==> src/rtl/core/sfcs_pkg.sv <==
package sfcs_pkg;

  // bus byte phases of a command frame, in frame order
  typedef enum logic [2:0] {
    PH_IDLE  = 3'd0,
    PH_OPC   = 3'd1,
    PH_DMY   = 3'd2,
    PH_PAR   = 3'd3,
    PH_DOUT  = 3'd4,
    PH_RET   = 3'd5,
    PH_DIDMY = 3'd6,
    PH_DIN   = 3'd7
  } phase_e;

  // word kinds on the input stream
  typedef enum logic {
    OP_START = 1'b0,
    OP_SLOT  = 1'b1
  } op_e;

  localparam int unsigned MAX_DATA_BYTES = 4096;
  localparam int unsigned CNT_W          = 13;
  localparam int unsigned NUM_CMDS       = 14;

  // input tdata layout
  localparam int unsigned IN_INSTR_LSB = 0;
  localparam int unsigned IN_PARAM_LSB = 4;
  localparam int unsigned IN_COUNT_LSB = 36;
  localparam int unsigned IN_HOST_LSB  = 49;
  localparam int unsigned IN_RX_LSB    = 57;
  localparam int unsigned IN_TDATA_W   = 72;

  // output tdata layout
  localparam int unsigned OUT_TX_BYTE_LSB = 0;
  localparam int unsigned OUT_TX_VALID    = 8;
  localparam int unsigned OUT_TOOK_HOST   = 9;
  localparam int unsigned OUT_HRX_LSB     = 10;
  localparam int unsigned OUT_HRX_VALID   = 18;
  localparam int unsigned OUT_CS          = 19;
  localparam int unsigned OUT_STATUS      = 20;
  localparam int unsigned OUT_TDATA_W     = 24;

  // opcode rom
  function automatic logic [7:0] cmd_opcode(logic [3:0] cmd);
    logic [7:0] op;
    unique case (cmd)
      4'd0:    op = 8'hFF;
      4'd1:    op = 8'h9F;
      4'd2:    op = 8'h0F;
      4'd3:    op = 8'h1F;
      4'd4:    op = 8'h06;
      4'd5:    op = 8'h04;
      4'd6:    op = 8'hA1;
      4'd7:    op = 8'hA5;
      4'd8:    op = 8'hD8;
      4'd9:    op = 8'h02;
      4'd10:   op = 8'h84;
      4'd11:   op = 8'h10;
      4'd12:   op = 8'h13;
      4'd13:   op = 8'h03;
      default: op = 8'h00;
    endcase
    return op;
  endfunction

  // phase flags: [7] dummy, [6:5] param code, [4] return, [3:2] return code,
  // [1] data out, [0] data in
  function automatic logic [7:0] cmd_flags(logic [3:0] cmd);
    logic [7:0] f;
    unique case (cmd)
      4'd1:    f = 8'h98;
      4'd2:    f = 8'h30;
      4'd3:    f = 8'h40;
      4'd6:    f = 8'h60;
      4'd7:    f = 8'h9C;
      4'd8:    f = 8'hC0;
      4'd9:    f = 8'h42;
      4'd10:   f = 8'h42;
      4'd11:   f = 8'hC0;
      4'd12:   f = 8'hC0;
      4'd13:   f = 8'h41;
      default: f = 8'h00;
    endcase
    return f;
  endfunction

  // number of bus bytes in a phase for a given command
  function automatic logic [CNT_W-1:0] phase_len(phase_e ph, logic [7:0] f,
                                                 logic [CNT_W-1:0] dc);
    logic [CNT_W-1:0] n;
    n = '0;
    unique case (ph)
      PH_OPC:   n = CNT_W'(1);
      PH_DMY:   n = CNT_W'(f[7]);
      PH_PAR: begin
        unique case (f[6:5])
          2'd0:    n = CNT_W'(0);
          2'd1:    n = CNT_W'(1);
          2'd2:    n = CNT_W'(2);
          default: n = CNT_W'(4);
        endcase
      end
      PH_DOUT:  n = f[1] ? dc : '0;
      PH_RET: begin
        if (f[4]) begin
          unique case (f[3:2])
            2'd0:    n = CNT_W'(1);
            2'd1:    n = CNT_W'(2);
            2'd2:    n = CNT_W'(3);
            default: n = CNT_W'(32);
          endcase
        end
      end
      PH_DIDMY: n = CNT_W'(f[0]);
      PH_DIN:   n = f[0] ? dc : '0;
      default:  n = '0;
    endcase
    return n;
  endfunction

endpackage

==> src/rtl/core/spi_flash_command_sequencer_unit.sv <==
// an accepted input word is held in the input register, its result word in the result register
// throughput: one word per cycle; the sequencer state updates in a single
//   pass between the input register and the result register
// stalls only when both registers are full and m_axis_tready is low
// reset (rst_ni low, asynchronous): idle, no frame open, both stages empty
module spi_flash_command_sequencer_unit
  import sfcs_pkg::*;
(
  input  logic                   clk_i,
  input  logic                   rst_ni,
  input  logic                   s_axis_tvalid,
  output logic                   s_axis_tready,
  // instruction, param_word, data_count, host_byte, bus_rx_byte, zero pad
  input  logic [IN_TDATA_W-1:0]  s_axis_tdata,
  // operation
  input  logic                   s_axis_tuser,
  output logic                   m_axis_tvalid,
  input  logic                   m_axis_tready,
  // tx_byte, tx_valid, took_host_byte, host_rx_byte, host_rx_valid,
  // chip_select, status, zero pad
  output logic [OUT_TDATA_W-1:0] m_axis_tdata,
  // frame_done
  output logic                   m_axis_tlast
);

  // input register
  logic             in_valid_q;
  op_e              in_op_q;
  logic [3:0]       in_instr_q;
  logic [31:0]      in_param_q;
  logic [CNT_W-1:0] in_count_q;
  logic [7:0]       in_host_q;
  logic [7:0]       in_rx_q;

  // sequencer state
  phase_e           phase_q, phase_d;
  logic [3:0]       cmd_q, cmd_d;
  logic [CNT_W-1:0] pcount_q, pcount_d;
  logic [31:0]      params_q, params_d;
  logic [CNT_W-1:0] dcount_q, dcount_d;
  logic             cap_q, cap_d;

  // result register
  logic                   out_valid_q;
  logic [OUT_TDATA_W-1:0] out_data_q, out_data_d;
  logic                   out_last_q, out_last_d;

  logic out_ready;
  logic advance;

  logic [7:0]       flags;
  logic [CNT_W-1:0] len_cur;
  logic [CNT_W-1:0] pcount_inc;
  logic             nxt_found;
  phase_e           nxt_ph;
  phase_e           ph_eff;

  logic [7:0] tx_byte;
  logic       tx_valid;
  logic       took_host;
  logic [7:0] hrx_byte;
  logic       hrx_valid;
  logic       cs;
  logic       status;
  logic       done;

  assign out_ready     = !out_valid_q || m_axis_tready;
  assign advance       = in_valid_q && out_ready;
  assign s_axis_tready = !in_valid_q || out_ready;

  assign flags      = cmd_flags(cmd_q);
  assign len_cur    = phase_len(phase_q, flags, dcount_q);
  assign pcount_inc = pcount_q + CNT_W'(1);

  // first non-empty phase after the current one
  always_comb begin
    nxt_found = 1'b0;
    nxt_ph    = PH_IDLE;
    for (int i = 7; i >= 2; i--) begin
      if (3'(i) > phase_q && phase_len(phase_e'(3'(i)), flags, dcount_q) != '0) begin
        nxt_found = 1'b1;
        nxt_ph    = phase_e'(3'(i));
      end
    end
  end

  // next state and result word
  always_comb begin
    phase_d   = phase_q;
    cmd_d     = cmd_q;
    pcount_d  = pcount_q;
    params_d  = params_q;
    dcount_d  = dcount_q;
    cap_d     = cap_q;
    ph_eff    = phase_q;
    tx_byte   = '0;
    tx_valid  = 1'b0;
    took_host = 1'b0;
    hrx_byte  = '0;
    hrx_valid = 1'b0;
    cs        = 1'b0;
    status    = 1'b0;
    done      = 1'b0;

    if (in_op_q == OP_START) begin
      if (phase_q != PH_IDLE) begin
        // busy: reject, frame keeps running
        cs     = 1'b1;
        status = 1'b1;
      end else if (in_instr_q >= 4'(NUM_CMDS)) begin
        status = 1'b1;
      end else begin
        cmd_d    = in_instr_q;
        params_d = in_param_q;
        dcount_d = (in_count_q > CNT_W'(MAX_DATA_BYTES)) ? CNT_W'(MAX_DATA_BYTES)
                                                          : in_count_q;
        phase_d  = PH_OPC;
        pcount_d = '0;
        cap_d    = 1'b0;
        tx_byte  = cmd_opcode(in_instr_q);
        tx_valid = 1'b1;
        cs       = 1'b1;
      end
    end else if (phase_q != PH_IDLE) begin
      if (cap_q) begin
        hrx_byte  = in_rx_q;
        hrx_valid = 1'b1;
      end
      if (pcount_inc < len_cur) begin
        pcount_d = pcount_inc;
      end else if (!nxt_found) begin
        phase_d  = PH_IDLE;
        pcount_d = '0;
        cap_d    = 1'b0;
        done     = 1'b1;
      end else begin
        phase_d  = nxt_ph;
        ph_eff   = nxt_ph;
        pcount_d = '0;
      end
      if (!done) begin
        tx_valid = 1'b1;
        cs       = 1'b1;
        if (ph_eff == PH_PAR) begin
          unique case (pcount_d[1:0])
            2'd0:    tx_byte = params_q[7:0];
            2'd1:    tx_byte = params_q[15:8];
            2'd2:    tx_byte = params_q[23:16];
            default: tx_byte = params_q[31:24];
          endcase
        end else if (ph_eff == PH_DOUT) begin
          tx_byte   = in_host_q;
          took_host = 1'b1;
        end
        cap_d = (ph_eff == PH_RET) || (ph_eff == PH_DIN);
      end
    end

    out_data_d = '0;
    out_data_d[OUT_TX_BYTE_LSB +: 8] = tx_byte;
    out_data_d[OUT_TX_VALID]         = tx_valid;
    out_data_d[OUT_TOOK_HOST]        = took_host;
    out_data_d[OUT_HRX_LSB +: 8]     = hrx_byte;
    out_data_d[OUT_HRX_VALID]        = hrx_valid;
    out_data_d[OUT_CS]               = cs;
    out_data_d[OUT_STATUS]           = status;
    out_last_d                       = done;
  end

  // input stage control
  always_ff @(posedge clk_i or negedge rst_ni) begin
    if (!rst_ni) begin
      in_valid_q <= 1'b0;
    end else if (s_axis_tready) begin
      in_valid_q <= s_axis_tvalid;
    end
  end

  // input payload
  always_ff @(posedge clk_i) begin
    if (s_axis_tvalid && s_axis_tready) begin
      in_op_q    <= op_e'(s_axis_tuser);
      in_instr_q <= s_axis_tdata[IN_INSTR_LSB +: 4];
      in_param_q <= s_axis_tdata[IN_PARAM_LSB +: 32];
      in_count_q <= s_axis_tdata[IN_COUNT_LSB +: CNT_W];
      in_host_q  <= s_axis_tdata[IN_HOST_LSB +: 8];
      in_rx_q    <= s_axis_tdata[IN_RX_LSB +: 8];
    end
  end

  // sequencer state
  always_ff @(posedge clk_i or negedge rst_ni) begin
    if (!rst_ni) begin
      phase_q  <= PH_IDLE;
      cmd_q    <= '0;
      pcount_q <= '0;
      params_q <= '0;
      dcount_q <= '0;
      cap_q    <= 1'b0;
    end else if (advance) begin
      phase_q  <= phase_d;
      cmd_q    <= cmd_d;
      pcount_q <= pcount_d;
      params_q <= params_d;
      dcount_q <= dcount_d;
      cap_q    <= cap_d;
    end
  end

  // result stage control
  always_ff @(posedge clk_i or negedge rst_ni) begin
    if (!rst_ni) begin
      out_valid_q <= 1'b0;
    end else if (out_ready) begin
      out_valid_q <= in_valid_q;
    end
  end

  // result payload
  always_ff @(posedge clk_i) begin
    if (advance) begin
      out_data_q <= out_data_d;
      out_last_q <= out_last_d;
    end
  end

  assign m_axis_tvalid = out_valid_q;
  assign m_axis_tdata  = out_data_q;
  assign m_axis_tlast  = out_last_q;

endmodule

==> config.mk <==
export PLATFORM = sky130hd
export DESIGN_NAME = spi_flash_command_sequencer_unit
export DESIGN_NICKNAME = d
export VERILOG_FILES = /design/src/rtl/core/sfcs_pkg.sv /design/src/rtl/core/spi_flash_command_sequencer_unit.sv
export SDC_FILE = /design/constraint.sdc
export NUM_CORES = 1
export LEC_CHECK = 0
export ABC_CLOCK_PERIOD_IN_PS = 10300
export BUFFER_PORTS_ARGS = -buffer_cell sky130_fd_sc_hd__buf_2
export CAP_MARGIN = 30
export CORE_MARGIN = 1.5
export CORE_UTILIZATION = 56
export DETAILED_ROUTE_END_ITERATION = 10
export PLACE_DENSITY = 0.86
export SLEW_MARGIN = 30
export SYNTH_ARGS = -nofsm -noshare
export SYNTH_HDL_FRONTEND = slang
export SYNTH_SLANG_ARGS = --single-unit
==> constraint.sdc <==
create_clock -name clk_i -period 10.3 [get_ports clk_i]
set_input_delay 1.545 -clock clk_i [delete_from_list [all_inputs] [get_ports clk_i]]
set_output_delay 1.545 -clock clk_i [all_outputs]
set_load 0.1 [all_outputs]
# Word-level counts from Yosys, hierarchy flattened
# Memories as Yosys holds them, arrays and structs flattened. A register that Yosys moved wholly into a read port is not among the register bits.
# Index checks and enable logic that the tools add are counted.
# word_totals
regBits	156
elab_cells	153
output_inout_bits	27
inputBits	77
rom_bits	256
n_memories	2
# mem_list
memory	depth	width	read_ports	rd_clocked_by_memory_dff	write_ports	line	source
(no name shown)	16	8	1	1	0	sfcs_pkg.sv:46	unique case (cmd)
(no name shown)	16	8	1	0	0	sfcs_pkg.sv:70	unique case (cmd)
# classes
add_sub_neg	1
n_bitwise	3
muxes	67
n_lt_le_gt_ge	9
eq_ne	23
reduce_logical	28
# op_table
op	n
$mux W13	10
$pmux W13 S7	1
$mux W8	7
$reduce_bool A13 Y1	4
$mux W3	16
$mux W1	28
$pmux W8 S3	1
$eq A3 B3 Y1 const B	7
$pmux W6 S3	1
$add A13 B1 Y13 const B	1
$gt A13 B13 Y1 const B	1
$lt A13 B13 Y1	1
$gt A3 B3 Y1 const A	4
$eq A3 B2 Y1 const B	3
$pmux W3 S3	1
$logic_and A1 B1 Y1	8
$reduce_and A4 Y1	2
$eq A2 B1 Y1 const B	3
$eq A2 B2 Y1 const B	3
$gt A2 B3 Y1 const A	2
$logic_not A2 Y1	3
$mux W6	1
$ne A2 B2 Y1 const B	3
$ne A3 B3 Y1 const B	2
13 further kinds	18

# Longest topological paths before layout
# An unclocked memory read counts as a cell.
# depth
depth_word	20
ltp_mapped	17
mapped_depth_nobuf	15

# Worst setup path after synthesis
# OpenSTA, ideal clock, no wires.
# synth_timing
path_kind	input to register
start	input m_axis_tready
end	register in_count_q[0] (enable)
required_ns	9.880
t_arrival_ns	4.031
path_stages	3
setup_ns	0.420
setup_slack_ns	5.849
path_buffers	0
cell_sequence	nand3b_1 -> nand2_1 -> inv_1
# synth_via
elab_chain_len	3
# synth_lines
item	line	source
from (decl)	spi_flash_command_sequencer_unit.sv:18	input logic m_axis_tready,
$logic_or A1 B1 Y1	spi_flash_command_sequencer_unit.sv:67	assign out_ready = !out_valid_q || m_axis_tready;
$logic_or A1 B1 Y1	spi_flash_command_sequencer_unit.sv:69	assign s_axis_tready = !in_valid_q || out_ready;
$logic_and A1 B1 Y1	spi_flash_command_sequencer_unit.sv:181	if (s_axis_tvalid && s_axis_tready) begin
to (signal assigned)	spi_flash_command_sequencer_unit.sv:185	in_count_q <= s_axis_tdata[IN_COUNT_LSB +: CNT_W];
to (decl)	spi_flash_command_sequencer_unit.sv:31	logic [CNT_W-1:0] in_count_q;
# Every way passes these cells.
# A chain may end at the register's enable or synchronous reset.

# Worst setup path in the final report
# layout_timing
start	register pcount_q[0]
end	register out_data_q[3] (netlist: m_axis_tdata[3]), data pin
# layout_via
elab_chain_len	11
word_cells_on_any_way	22
cone_classes	add/sub: 1; order compare: 1; eq/ne: 4; mux: 15; reduce/logical: 1
# layout_lines
item	line	source
from (decl)	spi_flash_command_sequencer_unit.sv:38	logic [CNT_W-1:0] pcount_q, pcount_d;
from (signal assigned)	spi_flash_command_sequencer_unit.sv:203	pcount_q <= pcount_d;
$add A13 B1 Y13 *	spi_flash_command_sequencer_unit.sv:73	assign pcount_inc = pcount_q + CNT_W'(1);
$lt A13 B13 Y1	spi_flash_command_sequencer_unit.sv:129	if (pcount_inc < len_cur) begin
$mux W13 / $mux W3 (equally long branches)	spi_flash_command_sequencer_unit.sv:129	
$mux W13 / $mux W3 (equally long branches)	spi_flash_command_sequencer_unit.sv:124	end else if (phase_q != PH_IDLE) begin
$mux W13 / $mux W3 (equally long branches)	spi_flash_command_sequencer_unit.sv:105	if (in_op_q == OP_START) begin
$eq A2 B2 Y1, or another cell as far along	spi_flash_command_sequencer_unit.sv:145	unique case (pcount_d[1:0])
$pmux W8 S3 / $mux W8 (equally long branches)	spi_flash_command_sequencer_unit.sv:145, spi_flash_command_sequencer_unit.sv:151	
$mux W8	spi_flash_command_sequencer_unit.sv:144	if (ph_eff == PH_PAR) begin
$mux W8 *	spi_flash_command_sequencer_unit.sv:141	if (!done) begin
$mux W8 *	spi_flash_command_sequencer_unit.sv:124	
$mux W8 *	spi_flash_command_sequencer_unit.sv:105	
net tx_byte[3]	spi_flash_command_sequencer_unit.sv:58	logic [7:0] tx_byte;
to (signal assigned)	spi_flash_command_sequencer_unit.sv:222	out_data_q <= out_data_d;
to (decl)	spi_flash_command_sequencer_unit.sv:45	logic [OUT_TDATA_W-1:0] out_data_q, out_data_d;
# The timed path passes the listed nets; every way through them passes the cells marked *. The select of a mux whose other input is x is not followed.

==> results.py <==
metrics = {
    "outcome": {
        "run_status": "finished clean",
    },
    "sta": {
        "hold_viol": 0,
        "tightest_slew_ps": 817,
        "period_share": 0.499,
        "setup_viol": 0,
        "clock_skew_ps": 7.12,
        "rsz0062_at_grt": "false",
        "setup_slack_ps": 5160,
        "period_needed_ps": 5140,
        "fin_setup_tns_ps": 0,
        "drv_slew": 0,
        "holdWs_ps": 443,
        "max-slew-margin-rel": 0.453,
        "fmax_mhz": 195,
    },
    "pwr": {
        "p_per_area_nw_per_um2": 273,
        "ir_drop_v": 0.000136,
        "p_leak_uw": 0.00370,
    },
    "cts": {
        "post_cts_resized": 0,
        "clock_latency_ps": 420,
        "cts_sinks": 164,
        "holdBufCountCts": 0,
        "h-tree-depth": 4,
        "cts_made_buffers": 17,
        "post_cts_buffers": 0,
        "cts_tree": "built",
        "clkTransAtPathRegs_ps": 60,
        "cts-root-buf": "clkbuf_16",
        "ctsLongestPathBuffers": 2,
    },
    "critical_path": {
        "path_max_fanout": 21,
        "reg2reg_depth": 13,
        "cp.arrival_ps": 5360,
        "critical_path_class": "reg -> reg",
        "critPathLaunchType": "register",
        "reg2reg_to": "m_axis_tdata[3]",
        "endpoint_kind": "register",
        "required_ps": 10520,
        "rrSetupSlack_ps": 5160,
        "r2r_start": "pcount_q[0]",
    },
    "yosys": {
        "yosys.area_share.adder": 0.0391,
        "avgSynthCellArea_sq_um": 11.5,
        "synth_compound_area_frac": 0.110,
        "synth-edff-count": 88,
        "async_reset_ff_frac": 0.415,
        "synth_top_family_by_area": "simple AND/OR/NAND/NOR gates",
        "synth_xor_area_frac": 0.0131,
        "synthDistinctLibCells": 68,
        "synth_seq_area_share": 0.612,
        "synth-seq-cells": 164,
        "yosys_most_used_dff": "edfxtp_1",
        "yosysWarnings": 0,
        "synth_mux_area_frac": 0.0228,
        "yosys.area_share.simple": 0.164,
        "synth_area_sq_um": 7350,
        "synthCells": 637,
    },
    "floorplan": {
        "io_pins": 104,
        "start_util": 0.578,
        "die_x_microns": 118,
        "row_count": 41,
        "design.die.area_sq_um": 13800,
        "coreArea_sq_um": 12700,
        "die_y_microns": 118,
    },
    "worst_hold_path": {
        "hold_path.class": "reg -> reg",
        "min_from": "in_param_q[17]",
        "whs_path_depth": 2,
        "whs_endpoint": "params_q[17]",
    },
    "finish": {
        "area_growth_pct": 15.2,
        "nets": 822,
        "antennaDiodeCount": 0,
        "drive_above_1_share": 0.197,
    },
    "detailed_routing": {
        "vias": 5245,
        "viasPerCell": 5.78,
        "postRouteAntennaNets": 0,
        "drtIter0Drc": 508,
        "post_drt_wl_per_cell_microns": 17.0,
        "routed_wirelength_mm": 15.4,
        "drc_errors": 0,
        "first_pass_iters": 7,
    },
    "placed_design": {
        "port_buffers": 93,
        "globalplace.congestion": 0.896,
        "dp_slack_ps": 5280,
        "dp_hpwl_mm": 10.1,
    },
    "flow_run": {
        "cap_violations": 0,
    },
    "global_routing": {
        "grt_pass1_wl_mm": 25.5,
        "gr-usage-met2": 0.413,
        "grt_busiest_layer": "met2",
        "grt_remaining_overflow": 0,
        "grt_pass1_vias": 5349,
        "grt_antenna_before_repair": 0,
        "use_met3": 0.0407,
        "grt_max_degree": 69,
        "grt_util_all_layers": 0.231,
        "met1_usage": 0.268,
    },
}
worst max-delay path by stage:
stage / startpoint / endpoint / slack (ps) / depth (start not counted)
floorplan: m_axis_tready / in_count_q[0] / 5850 / 3
global route: pcount_q[0] / m_axis_tdata[2] / 4940 / 13
global placement: pcount_q[0] / m_axis_tdata[3] / 5450 / 13
detailed placement: pcount_q[0] / m_axis_tdata[3] / 5280 / 13
CTS: pcount_q[0] / m_axis_tdata[3] / 5240 / 13
finish: pcount_q[0] / m_axis_tdata[3] / 5160 / 13
critical path: stages, from the launching register on:
cell and delay (ps):
dfrtp_1 640, ha_1 320, nand3_1 160, nor2_1 360, nand3_1 170, xnor2_1 180
ha_1 340, nand4_1 180, or3_1 420, a311oi_2 260, a211o_1 690, mux2_4 370
or4_4 570, o221ai_1 280
synth_stat cells, types with 4 or more instances:
library cell	number	share of area
nand2_1	153	0.078
edfxtp_1	88	0.36
dfrtp_1	68	0.23
ha_1	23	0.039
clkbuf_1	21	0.011
inv_1	19	0.0097
a22o_1	18	0.021
nor2_1	17	0.0087
a21oi_1	15	0.010
and2_1	15	0.013
nand3_1	15	0.010
o21ai_0	14	0.0095
mux2i_1	13	0.018
nor3_1	13	0.0088
a211oi_1	11	0.011
a32o_1	8	0.011
dfxtp_1	8	0.022
o221ai_1	8	0.0095
and3_1	6	0.0051
buf_6	6	0.0092
nand2b_1	6	0.0051
nand4_1	6	0.0051
nor4_1	6	0.0051
xor2_1	6	0.0071
nand3b_1	5	0.0051
xnor2_1	5	0.0060
buf_4	4	0.0041
nor2b_1	4	0.0034
power breakdown:
part	switching, uW	internal, uW
Sequential	118	845
Clock	255	358
Combinational	497	238
kinds of logic after synthesis:
kind of cell / after synthesis
AOI/OAI and AO/OA: 107
other: 1
muxes: 16
buffers and inverters: 54
adders and majority gates: 23
and+or+nand+nor: 261
xor gates and xnor gates: 11
DFF: 164
state kept, by name (all words and copies together), names as in the netlist, 4 cells and up, named ones only:
signal,flops
in_host_q,8
in_rx_q,8
m_axis_tdata,21
in_param_q,32
pcount_q,13
in_count_q,13
dcount_q,13
in_instr_q,4
params_q,32
cmd_q,4
per-layer routing:
metal,up-vias,wire [microns]
met5,-,0
met4,0,613
met3,53,912
met2,247,7920
met1,2494,5930
li1,2451,-
area by class of cell:
type,instances,area (sq um)
fill,900,4250
sequential,164,4500
inverter,19,71.3
clock inverter,12,131
multi-input combinational,421,2580
timing repair buffer,99,531
clock buffer,20,437
tap,172,215
metrics by stage:
stage	util	area, sq um	power, uW	std cells
after global placement	0.618	7870	1650	874
after detailed placement	0.619	7870	1680	874
after floorplan	-	7360	1530	639
after global routing	0.666	8470	2420	907
final	0.666	8470	2310	907
after CTS	0.663	8440	2300	906
cells in the final DEF (no fill, tap or decap), types with 4 or more instances in the layout:
| cell | synthesis | routed |
|---|---|---|
| nand2b_1 | 6 | 6 |
| dfxtp_1 | 8 | 8 |
| nor4_1 | 6 | 6 |
| nor3_1 | 13 | 13 |
| xnor2_1 | 5 | 5 |
| and3_1 | 6 | 6 |
| dfrtp_1 | 68 | 68 |
| buf_4 | 4 | 5 |
| nor2_1 | 17 | 17 |
| nand4_1 | 6 | 6 |
| nand3_1 | 15 | 15 |
| o221ai_1 | 8 | 8 |
| nand2_1 | 153 | 153 |
| o21ai_0 | 14 | 13 |
| and2_1 | 15 | 14 |
| nand3b_1 | 5 | 5 |
| xor2_1 | 6 | 6 |
| inv_1 | 19 | 18 |
| a22o_1 | 18 | 18 |
| a211oi_1 | 11 | 11 |
| clkbuf_16 | 0 | 17 |
| buf_2 | 1 | 93 |
| a21oi_1 | 15 | 15 |
| a32o_1 | 8 | 8 |
| ha_1 | 23 | 23 |
| mux2i_1 | 13 | 12 |
| edfxtp_1 | 88 | 88 |
| nor2b_1 | 4 | 4 |
No activity file was read; power rests on OpenSTA's default activity.
